--- src/sv/assert_macros.svh ---
// assertion macros for the rtl, included by traffic_light_sequencer.sv
// depends on nothing; users must provide clk and rst_n in scope
`ifndef ASSERT_MACROS_SVH
`define ASSERT_MACROS_SVH

// property check on the rising clock edge, disabled while in reset
`define ASSERT_PROP(label, prop, msg) \
    label: assert property (@(posedge clk) disable iff (!rst_n) prop) \
        else $error(msg);

// expression that must never be true at a clock edge
`define ASSERT_NEVER(label, expr, msg) \
    `ASSERT_PROP(label, !(expr), msg)

`endif

--- src/sv/tls_pkg.sv ---
// types, codes and constants of the traffic light sequencer
// no dependencies; used by the top level and the testbench
package tls_pkg;

    localparam int TIME_W  = 48;
    localparam int CFG_W   = 16;
    localparam int CFG_IDX_W = 3;
    localparam int THR_W   = 26;
    localparam int US_PER_MS = 1000;

    // event codes
    typedef enum logic [1:0] {
        KIND_TICK  = 2'd0,
        KIND_START = 2'd1,
        KIND_NIGHT = 2'd2
    } tls_kind_t;

    // phase codes
    typedef enum logic [2:0] {
        PH_GREEN       = 3'd0,
        PH_GREEN_BLINK = 3'd1,
        PH_YELLOW      = 3'd2,
        PH_RED         = 3'd3,
        PH_RED_YELLOW  = 3'd4,
        PH_NIGHT       = 3'd5
    } tls_phase_t;

    // configuration register indexes
    typedef enum logic [CFG_IDX_W-1:0] {
        CFG_GREEN       = 3'd0,
        CFG_GREEN_FLASH = 3'd1,
        CFG_YELLOW      = 3'd2,
        CFG_RED         = 3'd3,
        CFG_RED_AMBER   = 3'd4,
        CFG_GREEN_HALF  = 3'd5,
        CFG_NIGHT_HALF  = 3'd6
    } tls_cfg_idx_t;

    // lamp bit positions
    localparam int LAMP_G = 0;
    localparam int LAMP_Y = 1;
    localparam int LAMP_R = 2;

    typedef logic [2:0]        tls_lamps_t;
    typedef logic [TIME_W-1:0] tls_time_t;
    typedef logic [THR_W-1:0]  tls_thr_t;

    // reset thresholds in microseconds
    localparam tls_thr_t GREEN_RST_US       = THR_W'(5000 * US_PER_MS);
    localparam tls_thr_t GREEN_FLASH_RST_US = THR_W'(3000 * US_PER_MS);
    localparam tls_thr_t YELLOW_RST_US      = THR_W'(2000 * US_PER_MS);
    localparam tls_thr_t RED_RST_US         = THR_W'(5000 * US_PER_MS);
    localparam tls_thr_t RED_AMBER_RST_US   = THR_W'(1000 * US_PER_MS);
    localparam tls_thr_t GREEN_HALF_RST_US  = THR_W'(500 * US_PER_MS);
    localparam tls_thr_t NIGHT_HALF_RST_US  = THR_W'(500 * US_PER_MS);

    // input event
    typedef struct packed {
        logic [1:0]        kind;
        logic [TIME_W-1:0] now_us;
    } tls_event_t;

    // result item
    typedef struct packed {
        logic [2:0] phase;
        logic       green_lamp;
        logic       yellow_lamp;
        logic       red_lamp;
        logic       night_active;
    } tls_result_t;

    // lamps lit on entry to a phase
    function automatic tls_lamps_t phase_lamps(tls_phase_t ph);
        tls_lamps_t l;
        l = '0;
        case (ph)
            PH_GREEN:       l[LAMP_G] = 1'b1;
            PH_GREEN_BLINK: l[LAMP_G] = 1'b1;
            PH_YELLOW:      l[LAMP_Y] = 1'b1;
            PH_RED:         l[LAMP_R] = 1'b1;
            PH_RED_YELLOW:
            begin
                l[LAMP_R] = 1'b1;
                l[LAMP_Y] = 1'b1;
            end
            PH_NIGHT:       l[LAMP_Y] = 1'b1;
            default:        l = '0;
        endcase
        return l;
    endfunction

endpackage

--- src/sv/tls_stream_if.sv ---
// valid/ready stream channel carrying one payload item per transfer
// payload type is set per instance, normally from tls_pkg
interface tls_stream_if #(
    parameter type item_t = logic
) ();
    logic  valid;
    logic  ready;
    item_t payload;

    modport source (output valid, output payload, input ready);
    modport sink   (input valid, input payload, output ready);
endinterface

--- src/sv/traffic_light_sequencer.sv ---
// Traffic light sequencer: takes one timestamped event per cycle unless the result
// register stalls, and returns one result per event via input and result registers.
// Phase durations are held as microsecond thresholds computed when a register is
// written, so each event needs only two 48-bit subtracts and compares against the
// stored phase start and blink times; the next state is computed combinationally.
// The result register lets a new event be taken while a finished result waits.
// Depends on tls_pkg, tls_stream_if and assert_macros.svh.
`include "assert_macros.svh"

module traffic_light_sequencer
    import tls_pkg::*;
(
    input  logic                 clk,
    input  logic                 rst_n,
    input  logic                 cfg_we,
    input  logic [CFG_IDX_W-1:0] cfg_index,
    input  logic [CFG_W-1:0]     cfg_data,
    tls_stream_if.sink           events,
    tls_stream_if.source         results
);

    // configuration thresholds in microseconds
    tls_thr_t green_us_reg, green_flash_us_reg, yellow_us_reg, red_us_reg;
    tls_thr_t red_amber_us_reg, green_half_us_reg, night_half_us_reg;
    tls_thr_t cfg_us;

    // pipeline registers
    logic        s1_valid_reg;
    tls_event_t  s1_item_reg;
    logic        out_valid_reg;
    tls_result_t out_item_reg;
    logic        out_free;
    logic        advance;

    // sequencer state
    tls_phase_t  phase_reg, phase_next;
    logic        night_reg, night_next;
    tls_time_t   start_reg, start_next;
    tls_time_t   toggle_reg, toggle_next;
    tls_lamps_t  lamp_reg, lamp_next;
    tls_result_t result_next;

    // tick evaluation
    tls_time_t   now_us;
    tls_time_t   start_diff, toggle_diff;
    tls_thr_t    dur_us, half_us;
    logic        dur_done, half_done;
    logic        enter;
    tls_phase_t  enter_phase;

    // config write: scale milliseconds to microseconds once
    assign cfg_us = THR_W'(cfg_data) * THR_W'(US_PER_MS);

    always_ff @(posedge clk or negedge rst_n)
    begin
        if (!rst_n)
        begin
            green_us_reg       <= GREEN_RST_US;
            green_flash_us_reg <= GREEN_FLASH_RST_US;
            yellow_us_reg      <= YELLOW_RST_US;
            red_us_reg         <= RED_RST_US;
            red_amber_us_reg   <= RED_AMBER_RST_US;
            green_half_us_reg  <= GREEN_HALF_RST_US;
            night_half_us_reg  <= NIGHT_HALF_RST_US;
        end
        else if (cfg_we)
        begin
            case (tls_cfg_idx_t'(cfg_index))
                CFG_GREEN:       green_us_reg       <= cfg_us;
                CFG_GREEN_FLASH: green_flash_us_reg <= cfg_us;
                CFG_YELLOW:      yellow_us_reg      <= cfg_us;
                CFG_RED:         red_us_reg         <= cfg_us;
                CFG_RED_AMBER:   red_amber_us_reg   <= cfg_us;
                CFG_GREEN_HALF:  green_half_us_reg  <= cfg_us;
                CFG_NIGHT_HALF:  night_half_us_reg  <= cfg_us;
                default:         ;
            endcase
        end
    end

    // flow control: input stage moves when the result register is free
    assign out_free     = !out_valid_reg || results.ready;
    assign advance      = s1_valid_reg && out_free;
    assign events.ready = !s1_valid_reg || out_free;

    always_ff @(posedge clk or negedge rst_n)
    begin
        if (!rst_n)
        begin
            s1_valid_reg <= 1'b0;
        end
        else if (events.ready)
        begin
            s1_valid_reg <= events.valid;
        end
    end

    always_ff @(posedge clk)
    begin
        if (events.ready && events.valid)
        begin
            s1_item_reg <= events.payload;
        end
    end

    // elapsed times and thresholds for the current phase
    assign now_us      = s1_item_reg.now_us;
    assign start_diff  = now_us - start_reg;
    assign toggle_diff = now_us - toggle_reg;

    always_comb
    begin
        case (phase_reg)
            PH_GREEN:       dur_us = green_us_reg;
            PH_GREEN_BLINK: dur_us = green_flash_us_reg;
            PH_YELLOW:      dur_us = yellow_us_reg;
            PH_RED:         dur_us = red_us_reg;
            PH_RED_YELLOW:  dur_us = red_amber_us_reg;
            default:        dur_us = '0;
        endcase
        half_us = (phase_reg == PH_NIGHT) ? night_half_us_reg : green_half_us_reg;
    end

    assign dur_done  = start_diff >= TIME_W'(dur_us);
    assign half_done = toggle_diff >= TIME_W'(half_us);

    // next state
    always_comb
    begin
        phase_next  = phase_reg;
        night_next  = night_reg;
        start_next  = start_reg;
        toggle_next = toggle_reg;
        lamp_next   = lamp_reg;
        enter       = 1'b0;
        enter_phase = PH_RED;
        case (tls_kind_t'(s1_item_reg.kind))
            KIND_TICK:
            begin
                case (phase_reg)
                    PH_GREEN:
                    begin
                        enter       = dur_done;
                        enter_phase = PH_GREEN_BLINK;
                    end
                    PH_GREEN_BLINK:
                    begin
                        if (half_done)
                        begin
                            lamp_next[LAMP_G] = !lamp_reg[LAMP_G];
                            toggle_next       = now_us;
                        end
                        enter       = dur_done;
                        enter_phase = PH_YELLOW;
                    end
                    PH_YELLOW:
                    begin
                        enter       = dur_done;
                        enter_phase = PH_RED;
                    end
                    PH_RED:
                    begin
                        enter       = dur_done;
                        enter_phase = PH_RED_YELLOW;
                    end
                    PH_RED_YELLOW:
                    begin
                        enter       = dur_done;
                        enter_phase = PH_GREEN;
                    end
                    PH_NIGHT:
                    begin
                        if (half_done)
                        begin
                            lamp_next[LAMP_Y] = !lamp_reg[LAMP_Y];
                            toggle_next       = now_us;
                        end
                    end
                    default: ;
                endcase
            end
            KIND_START:
            begin
                enter       = 1'b1;
                enter_phase = PH_RED;
            end
            KIND_NIGHT:
            begin
                enter       = 1'b1;
                night_next  = !night_reg;
                enter_phase = night_reg ? PH_RED : PH_NIGHT;
            end
            default: ;
        endcase
        if (enter)
        begin
            phase_next  = enter_phase;
            start_next  = now_us;
            toggle_next = now_us;
            lamp_next   = phase_lamps(enter_phase);
        end
    end

    // result fields reflect the state after the event
    always_comb
    begin
        result_next.phase        = phase_next;
        result_next.green_lamp   = lamp_next[LAMP_G];
        result_next.yellow_lamp  = lamp_next[LAMP_Y];
        result_next.red_lamp     = lamp_next[LAMP_R];
        result_next.night_active = night_next;
    end

    // state update on each processed event
    always_ff @(posedge clk or negedge rst_n)
    begin
        if (!rst_n)
        begin
            phase_reg  <= PH_RED;
            night_reg  <= 1'b0;
            start_reg  <= '0;
            toggle_reg <= '0;
            lamp_reg   <= '0;
        end
        else if (advance)
        begin
            phase_reg  <= phase_next;
            night_reg  <= night_next;
            start_reg  <= start_next;
            toggle_reg <= toggle_next;
            lamp_reg   <= lamp_next;
        end
    end

    // result register
    always_ff @(posedge clk or negedge rst_n)
    begin
        if (!rst_n)
        begin
            out_valid_reg <= 1'b0;
        end
        else if (out_free)
        begin
            out_valid_reg <= s1_valid_reg;
        end
    end

    always_ff @(posedge clk)
    begin
        if (advance)
        begin
            out_item_reg <= result_next;
        end
    end

    assign results.valid   = out_valid_reg;
    assign results.payload = out_item_reg;

    // checks
    `ASSERT_PROP(a_start_enters_red,
        advance && s1_item_reg.kind == KIND_START |=> phase_reg == PH_RED,
        "start event did not enter red")
    `ASSERT_PROP(a_night_flag_flips,
        advance && s1_item_reg.kind == KIND_NIGHT |=> night_reg != $past(night_reg),
        "night event did not flip the night flag")
    `ASSERT_NEVER(a_no_green_with_red,
        lamp_reg[LAMP_G] && lamp_reg[LAMP_R],
        "green and red lamps lit together")
    `ASSERT_PROP(a_stalled_event_held,
        s1_valid_reg && !out_free |=> s1_valid_reg && $stable(s1_item_reg),
        "stalled event lost from input register")
    `ASSERT_PROP(a_result_follows_event,
        advance |=> out_valid_reg,
        "processed event produced no result")

endmodule

--- src/flat_wrapper.sv ---
// flat-port wrapper written by rule: the top's interface ports become plain ports
module traffic_light_sequencer_flat import tls_pkg::*;
  (clk, rst_n, cfg_we, cfg_index, cfg_data, events_valid, events_payload, events_ready, results_valid, results_payload, results_ready);
  tls_stream_if #(.item_t(tls_event_t)) events_i ();
  tls_stream_if #(.item_t(tls_result_t)) results_i ();
  input  logic clk;
  input  logic rst_n;
  input  logic cfg_we;
  input  logic [CFG_IDX_W-1:0] cfg_index;
  input  logic [CFG_W-1:0] cfg_data;
  input wire logic [$bits(events_i.valid)-1:0] events_valid;
  input wire logic [$bits(events_i.payload)-1:0] events_payload;
  output wire logic [$bits(events_i.ready)-1:0] events_ready;
  output wire logic [$bits(results_i.valid)-1:0] results_valid;
  output wire logic [$bits(results_i.payload)-1:0] results_payload;
  input wire logic [$bits(results_i.ready)-1:0] results_ready;
  assign events_i.valid = events_valid;
  assign events_i.payload = events_payload;
  assign events_ready = events_i.ready;
  assign results_valid = results_i.valid;
  assign results_payload = results_i.payload;
  assign results_i.ready = results_ready;
  traffic_light_sequencer u_core (.clk(clk), .rst_n(rst_n), .cfg_we(cfg_we), .cfg_index(cfg_index), .cfg_data(cfg_data), .events(events_i), .results(results_i));
endmodule
--- config.mk ---
export PLATFORM = sky130hd
export DESIGN_NAME = traffic_light_sequencer_flat
export DESIGN_NICKNAME = d
export VERILOG_FILES = /design/src/sv/tls_pkg.sv /design/src/sv/tls_stream_if.sv /design/src/sv/traffic_light_sequencer.sv /design/src/flat_wrapper.sv
export VERILOG_INCLUDE_DIRS = /design/src /design/src/sv
export SDC_FILE = /design/constraint.sdc
export NUM_CORES = 1
export LEC_CHECK = 0
export ABC_CLOCK_PERIOD_IN_PS = 8900
export BUFFER_PORTS_ARGS = -buffer_cell sky130_fd_sc_hd__buf_4
export CAP_MARGIN = 10
export CORE_AREA = 2 2 210 212
export CTS_CLUSTER_DIAMETER = 60
export DETAILED_ROUTE_END_ITERATION = 6
export DIE_AREA = 0 0 212 214
export PLACE_DENSITY = 0.65
export SYNTH_ARGS = -nofsm -noshare
export SYNTH_HDL_FRONTEND = slang
export SYNTH_SLANG_ARGS = --single-unit
--- constraint.sdc ---
create_clock -name clk -period 8.9 [get_ports clk]
set_input_delay 1.78 -clock clk [delete_from_list [all_inputs] [get_ports clk]]
set_output_delay 1.78 -clock clk [all_outputs]
set_load 0.01 [all_outputs]
# Yosys cells after proc, flatten, opt, wreduce, memory -nomap -nowiden
# Cells that the tools add are included.
# Widths: inputs -> output; s select.
[word_totals]
reg_bits = 323
in_bits = 74
output_inout_bits = 9
[classes]
add_sub_neg = 2
n_mul = 1
n_lt_le_gt_ge = 2
eq_ne = 18
muxes = 22
reduce_logical = 31
[op_table]
columns = ["operator", "count"]
rows = [
  ["$mux 48", 4],
  ["$pmux 26 s5", 1],
  ["$ge 48x26->1", 2],
  ["$sub 48x48->48", 2],
  ["$mux 26", 1],
  ["$mul 16x7->23 const B", 1],
  ["$eq 3x3->1 const B", 7],
  ["$eq 3x2->1 const B", 6],
  ["$reduce_and 2->1", 8],
  ["$pmux 3 s4", 1],
  ["$eq 3x1->1 const B", 3],
  ["$logic_not 3->1", 3],
  ["$mux 1", 9],
  ["$mux 3", 3],
  ["$reduce_or 2->1", 4],
  ["$pmux 3 s2", 1],
  ["$reduce_bool 2->1", 3],
  ["$logic_not 1->1", 5],
  ["$reduce_or 5->1", 1],
  ["$reduce_and 4->1", 1],
  ["$reduce_or 3->1", 1],
  ["$eq 2x1->1 const B", 1],
  ["$eq 2x2->1 const B", 1],
  ["$logic_and 1x1->1", 2],
  ["other kinds (4)", 5],
]

# Longest topological paths before layout
# Gate-level depths: netlist of the first run.
[depth]
word_depth = 7
depth_mapped = 28
depth_no_buf = 26

# Worst setup path after synthesis of the first run
# OpenSTA, ideal clock, no wires.
[synth_timing]
kind = "input to register"
startpoint = "input port cfg_data[0]"
endpoint = "register u_core.red_us_reg[25]"
setup_ns = 0.138
arrival_time_ns = 6.355
required_time_ns = 8.762
setup_slack_ns = 2.407
stages = 19
n_path_buf = 0
cell_sequence = "fa_1 inv_1 fa_1 fa_1 inv_1 fa_1 ha_1 inv_1 o21bai_1 a21oi_1 o21ai_0 a211oi_1 o21ai_0 or3b_2 a31oi_1 a21o_1 a21oi_1 xnor2_1 o21ai_0"
[synth_via]
elab_chain_len = 1
[synth_lines]
columns = ["element", "line", "text"]
rows = [
  ["from (decl)", "flat_wrapper.sv:10", "input logic [CFG_W-1:0] cfg_data;"],
  ["$mul 16x7->23", "traffic_light_sequencer.sv:52", "assign cfg_us = THR_W'(cfg_data) * THR_W'(US_PER_MS);"],
  ["to (signal assigned)", "traffic_light_sequencer.sv:72", "CFG_RED: red_us_reg <= cfg_us;"],
  ["to (decl)", "traffic_light_sequencer.sv:23", "tls_thr_t green_us_reg, green_flash_us_reg, yellow_us_reg, red_us_reg;"],
]
# Every way passes these cells.
# A chain may end at the register's enable or synchronous reset.

# Worst setup path in the final report of the first run
[layout_timing]
startpoint = "register u_core.s1_item_reg (netlist bit u_core.now_us[2])"
endpoint = "register u_core.start_reg[2]"
[layout_via]
elab_chain_len = 5
[layout_lines]
columns = ["element", "line", "text"]
rows = [
  ["from (decl)", "traffic_light_sequencer.sv:29", "tls_event_t s1_item_reg;"],
  ["from (signal assigned)", "traffic_light_sequencer.sv:102", "s1_item_reg <= events.payload;"],
  ["$sub 48x48->48", "traffic_light_sequencer.sv:108", "assign start_diff = now_us - start_reg;"],
  ["$ge 48x26->1", "traffic_light_sequencer.sv:124", "assign dur_done = start_diff >= TIME_W'(dur_us);"],
  ["$mux 1", "traffic_light_sequencer.sv:140", "case (phase_reg)"],
  ["$pmux 1 s2", "traffic_light_sequencer.sv:137", "case (tls_kind_t'(s1_item_reg.kind))"],
  ["$reduce_and 2->1 (no source line)", "--", ""],
  ["to (signal assigned)", "traffic_light_sequencer.sv:229", "start_reg <= start_next;"],
  ["to (decl)", "traffic_light_sequencer.sv:38", "tls_time_t start_reg, start_next;"],
]
# Several ways; a longest one is shown, not always the timed one.

==> reports/metrics.yaml, run 1 <==
setup_path:
  reg2reg_slack_ns: 1.80
  crit_slowest_cell: "nand2_2"
  setup.worst_path.end_class: "flip-flop"
  cp_num_buf_inv: 1
  r2r_cells: 26
  max_stage_delay_ns: 0.65
  worstSetupStartpointType: "flip-flop"
  worstSetupPathType: "reg -> reg"
  cp.arrival_ns: 7.54
  required_ns: 9.34
  cpMostUsedCell: "nor4_1"
  worst-path-stages: 26
  critPathTopFamily: "compound AO/OA/AOI/OAI gates"
  cp_max_fo: 33
logic_synthesis:
  yosysTopAreaCell: "dfrtp_1"
  syn_nets: 2599
  syn-cell-area_um2: 22600
  synth_top_area_share_pct: 23.2
  ys_seq_area_share_pct: 37.3
  syn_avg_cell_area_um2: 9.96
  yosys_warnings: 0
  syn_inst: 2271
  ys_ff_latch: 323
  netlist_top_cells_area: "dfrtp_1 (23%), ha_1 (11%), edfxtp_1 (7.6%), mux2_2 (6.9%), dfstp_2 (6.5%)"
  synth_ff_type: "dfrtp_1"
  synth_edf_count: 57
  ys_types: 89
  ys_async_sr_fraction_pct: 82.4
global_route:
  grt.total_usage_pct: 25.1
  grt_pass1_vias: 17300
  antenna_found_initial: 0
  grt_overflow_total: 0
  grt_max_degree: 183
  grt_first_pass_wirelength_um: 91200
power:
  pwr-share-comb_pct: 54.1
  pwr-share-clk_pct: 19.0
  total_power_mw: 8.84
  pwr-share-seq_pct: 26.9
  swShare_pct: 43.0
  power_density_nw_per_um2: 353
  leakage_nw: 11.3
  internal_power_mw: 5.04
  p_switching_mw: 3.80
  ir_drop_mv: 0.219
drt:
  ant_nets: 0
  num_vias: 17200
  wl_per_cell_um: 19.0
  firstDrtPassIters: 6
  drt_iter0_markers: 1254
  routed-wl-met3_um: 2030
  m1WireLength_um: 24900
  routed_wl_um: 55700
  top_layer_used: "met4"
  wl_met2_um: 27200
  drc: 0
  via_per_inst: 5.86
timing:
  finalHoldViolations: 0
  slew_violations: 0
  max_freq_mhz: 141
  whs_ns: 0.473
  fin_ws_ns: 1.80
  rsz0062_at_grt: "no"
  worstMarginPinSlew_ns: 1.00
  slew-limit-headroom_pct: 33.1
  tns_ns: 0
  finalCritPeriodShare_pct: 79.8
  setup_viol: 0
  min_period_ns: 7.10
  fin_worst_skew_ns: 0.0132
placed_design:
  post_dp_cell_area_um2: 23700
  portBuffers: 82
  hpwl_um: 40800
  dp.cells: 2852
  place.gp.congestion: 0.923
  place_ws_ns: 1.74
cts:
  cts_buffers: 41
  cts.repair.resized: 0
  cts_tree: "built"
  cts_hold_buf: 0
  clk_pin_slew_worst_paths_ns: 0.06
  htree_levels: 2
  postCtsSetupBuffers: 0
  root_buffer: "clkbuf_16"
  cts_max_path_buffers: 3
  cts_sinks: 323
  clk_latency_ns: 0.56
worst_hold_path:
  min_path_cells: 2
  hold_path.class: "reg -> reg"
floorplan:
  io_pins: 83
  die_h_um: 214
  fp.dieArea_um2: 45400
  initial_core_util_pct: 52.7
  dieWidth_um: 212
  coreArea_um2: 42900
  rows: 76
finish:
  n_fill_cell: 3708
  seqCellArea_um2: 8440
  multiInputGateArea_um2: 13100
  drive_above_1_share_pct: 17.6
  final_nets: 2638
  area_growth_pct: 10.8
  design_area_um2: 25100
  layoutNonFillerInstCount: 2927
  mostFrequentLayoutCells: "nand2_1 (225), dfrtp_1 (210), o21ai_0 (201)"
  final_common_cell: "nand2_1"
  antenna_cells: 0
  fin_util_pct: 58.4
run_status:
  run_status: "complete, no violations"
job:
  maxCapViolations: 0
## final timing paths
check | start | endpoint
setup / recovery | u_core.now_us[2] | u_core.start_reg[2]
min in group asynchronous | rst_n | u_core.toggle_reg[35]
hold / removal | u_core.red_us_reg[15] | u_core.red_us_reg[15]
setup reg to reg | u_core.now_us[2] | u_core.start_reg[2]
hold reg to reg | u_core.red_us_reg[15] | u_core.red_us_reg[15]
max in group asynchronous | rst_n | u_core.red_us_reg[3]
## final cells by class
class | instances | share of cell area, %
multi-input cells | 1685 | 52.5
flip-flops and latches | 323 | 33.7
clock buffers | 61 | 4.97
repair buffers | 97 | 2.99
well taps | 585 | 2.92
inverters | 162 | 2.43
clock inverters | 14 | 0.554
## synthesized netlist by cell type (6+ instances only)
library cell / number
inv_1: 162
a2111oi_0: 6
o31ai_1: 7
and3_1: 6
nor3_1: 26
o22a_1: 22
buf_2: 10
mux2_2: 139
fa_1: 56
and2_1: 7
mux2i_1: 38
o221ai_1: 8
nand2_1: 226
ha_1: 198
a211oi_1: 19
mux2_4: 19
o22ai_1: 9
nor2_1: 90
a31oi_1: 19
a21o_1: 37
or3_1: 6
o21ai_0: 201
nand2b_1: 28
edfxtp_1: 57
a22oi_1: 44
dfstp_2: 56
or2_2: 9
o211ai_1: 20
dfrtp_1: 210
nor4_1: 9
xnor2_1: 43
a21oi_1: 134
clkbuf_1: 78
nand3_1: 31
nand4_1: 35
nand3b_1: 6
o21a_1: 21
o2111ai_1: 7
o21bai_1: 13
nor3b_1: 6
nor2b_1: 18
buf_1: 7
xor2_1: 37
## power by group through the flow
| stage | combinational [mW] | sequential (mW) | clock [mW] |
|---|---|---|---|
| after floorplan | 3.55 | 2.31 | 0 |
| final | 4.78 | 2.38 | 1.68 |
| after CTS | 4.78 | 2.38 | 1.71 |
| after detailed placement | 4.75 | 2.40 | 0 |
| after global placement | 4.65 | 2.38 | 0 |
| after global routing | 5.36 | 2.45 | 1.77 |
## tightest hold or removal path: cells and delay by family (launching register included)
kind,cells,cell delay (ns)
AND/OR/NAND/NOR,1,0.05
AO/OA/AOI/OAI,1,0.06
flip-flops,1,0.34
## routing by layer
| layer | up-vias | track usage, % |
|---|---|---|
| met3 | 87 | 2.70 |
| met1 | 8461 | 33.3 |
| met5 | - | 0 |
| met4 | 0 | 7.89 |
| met2 | 343 | 43.0 |
| li1 | 8271 | - |
## kinds of logic after synthesis
| kind of cell | count (synthesis) | share of synthesized area [%] |
|---|---|---|
| compound gates | 632 | 18.1 |
| xor+xnor | 80 | 3.10 |
| fa+ha+maj | 254 | 15.9 |
| buf+inv | 263 | 4.65 |
| flops | 323 | 37.3 |
| mux | 197 | 9.92 |
| simple gates | 522 | 11.0 |
(Power assumes the default switching activity.)
==> inputs of run 2 (changes only) <==
Settings changed: ABC_CLOCK_PERIOD_IN_PS 8900 to 7400.
Clock period 8.9 ns to 7.4 ns, I/O delays scaled along.
==> reports/metrics.yaml, run 2 (synthesis results as in run 1) <==
drt:
  num_vias: 17100
  routed_wl_um: 56500
  via_per_inst: 5.84
  drc: 0
  firstDrtPassIters: 5
  drt_iter0_markers: 1118
  wl_per_cell_um: 19.3
  ant_nets: 0
setup_path:
  cp.arrival_ns: 7.08
  worstSetupStartpointType: "flip-flop"
  required_ns: 7.85
  cp_max_fo: 46
  max_stage_delay_ns: 0.46
  worstSetupPathType: "reg -> reg"
  setup.worst_path.end_class: "flip-flop"
  crit_slowest_cell: "edfxtp_1"
  path_cells: "ha_1, a211o_1, o31ai_1, a31oi_1, a21oi_2, o211a_1, xnor2_1, ha_1, a211oi_1, o221ai_1, a311oi_1, o221ai_1, a2111oi_0, o211ai_1, nor4_1, nand4_1, nor4_1, and4_1, nor2_1, o21ai_4, buf_12, mux2_2"
finish:
  mostFrequentLayoutCells: "nand2_1 (225), dfrtp_1 (210), o21ai_0 (201)"
  antenna_cells: 0
  design_area_um2: 25100
  final_common_cell: "nand2_1"
  drive_above_1_share_pct: 17.6
  area_growth_pct: 10.8
  final_nets: 2639
global_route:
  grt_overflow_total: 0
  grt_first_pass_wirelength_um: 92800
  antenna_found_initial: 0
  grt_pass1_vias: 17300
  grt_max_degree: 160
  grt.total_usage_pct: 25.6
power:
  power_density_nw_per_um2: 424
  leakage_nw: 11.3
  ir_drop_mv: 0.239
floorplan:
  initial_core_util_pct: 52.7
  io_pins: 83
  coreArea_um2: 42900
  rows: 76
  die_h_um: 214
  fp.dieArea_um2: 45400
  dieWidth_um: 212
cts:
  clk_latency_ns: 0.58
  cts_hold_buf: 0
  htree_levels: 2
  cts_max_path_buffers: 3
  root_buffer: "clkbuf_16"
  postCtsSetupBuffers: 0
  cts_tree: "built"
  cts.repair.resized: 0
  cts_sinks: 323
  cts_buffers: 41
  clk_pin_slew_worst_paths_ns: 0.06
timing:
  finalHoldViolations: 0
  max_freq_mhz: 151
  slew-limit-headroom_pct: 35.1
  tns_ns: 0
  finalCritPeriodShare_pct: 89.6
  rsz0062_at_grt: "no"
  fin_worst_skew_ns: 0.0132
  slew_violations: 0
  setup_viol: 0
  min_period_ns: 6.63
  worstMarginPinSlew_ns: 0.973
placed_design:
  portBuffers: 82
  place.gp.congestion: 0.879
  post_dp_cell_area_um2: 23700
  hpwl_um: 41700
job:
  maxCapViolations: 0
worst_hold_path:
  hold_path.class: "reg -> reg"
run_status:
  run_status: "complete, no violations"
## run 2: cell count changes in the layout (fill, tap and decap cells not counted), moves of 2 or more
cell | before | now
clkbuf_8 | 6 | 3
buf_12 | 1 | 3
clkbuf_16 | 45 | 43
inv_6 | 0 | 2
inv_8 | 3 | 1
## run 2: critical path: cells and delay by family, from the launching register on
family / cells / cell delay [ns]
multiplexers: 1 / 0.39
AO/OA/AOI/OAI: 12 / 3.21
XOR/XNOR: 1 / 0.08
adder cells (fa/ha/maj): 2 / 0.75
flip-flops: 1 / 0.46
buffers and inverters: 1 / 0.29
AND/OR/NAND/NOR: 5 / 1.24
## run 2: through the flow
step / utilization, % / setup WS [ns] / power (mW) / hold slack, ns / std cells
detailed placement: 55.3 / 0.489 / 8.63 / 0.467 / 2853
floorplan: - / 1.21 / 7.05 / 0.444 / 2271
global route: 58.4 / 0.124 / 11.6 / 0.499 / 2929
global placement: 55.3 / 0.663 / 8.47 / 0.457 / 2853
finish: 58.4 / 0.769 / 10.6 / 0.477 / 2929
CTS: 58.4 / 0.724 / 10.7 / 0.480 / 2929
## run 2: routing by layer
metal  global-route usage [%]  part of all wire (%)  vias to the layer above  wire (µm)
met1                     34.3                    44                     8335      25000
li1                         -                     -                     8277          -
met5                        0                     0                        -          0
met4                     7.79                   2.8                        0       1560
met3                     3.27                   4.4                       90       2510
met2                     43.1                    49                      390      27400
## run 2: area by class of cell
type | count | area, µm²
clock inverters | 19 | 199
repair buffers | 98 | 781
clock buffers | 57 | 1160
multi-input cells | 1685 | 13100
flip-flops and latches | 323 | 8440
well taps | 585 | 732
inverters | 162 | 608
fillers | 3712 | 17800
## run 2: path summary, 6_finish.rpt
kind                                       start                        to  slack [ns]  depth (start not counted)
setup / recovery                u_core.now_us[6]     u_core.toggle_reg[13]        0.77                         22
max in group asynchronous                  rst_n  u_core.yellow_us_reg[22]        5.02                          2
hold reg to reg            u_core.red_us_reg[24]     u_core.red_us_reg[24]        0.48                          2
min in group asynchronous                  rst_n     u_core.toggle_reg[33]        0.98                          1
setup reg to reg                u_core.now_us[6]     u_core.toggle_reg[13]        0.77                         22
hold / removal             u_core.red_us_reg[24]     u_core.red_us_reg[24]        0.48                          2
## run 2: where the power goes
group | internal [mW] | leakage, nW | switching [mW]
clock | 1.18 | 0.653 | 0.814
combinational | 2.33 | 6.95 | 3.41
sequential | 2.52 | 3.68 | 0.355
total | 6.03 | 11.3 | 4.58
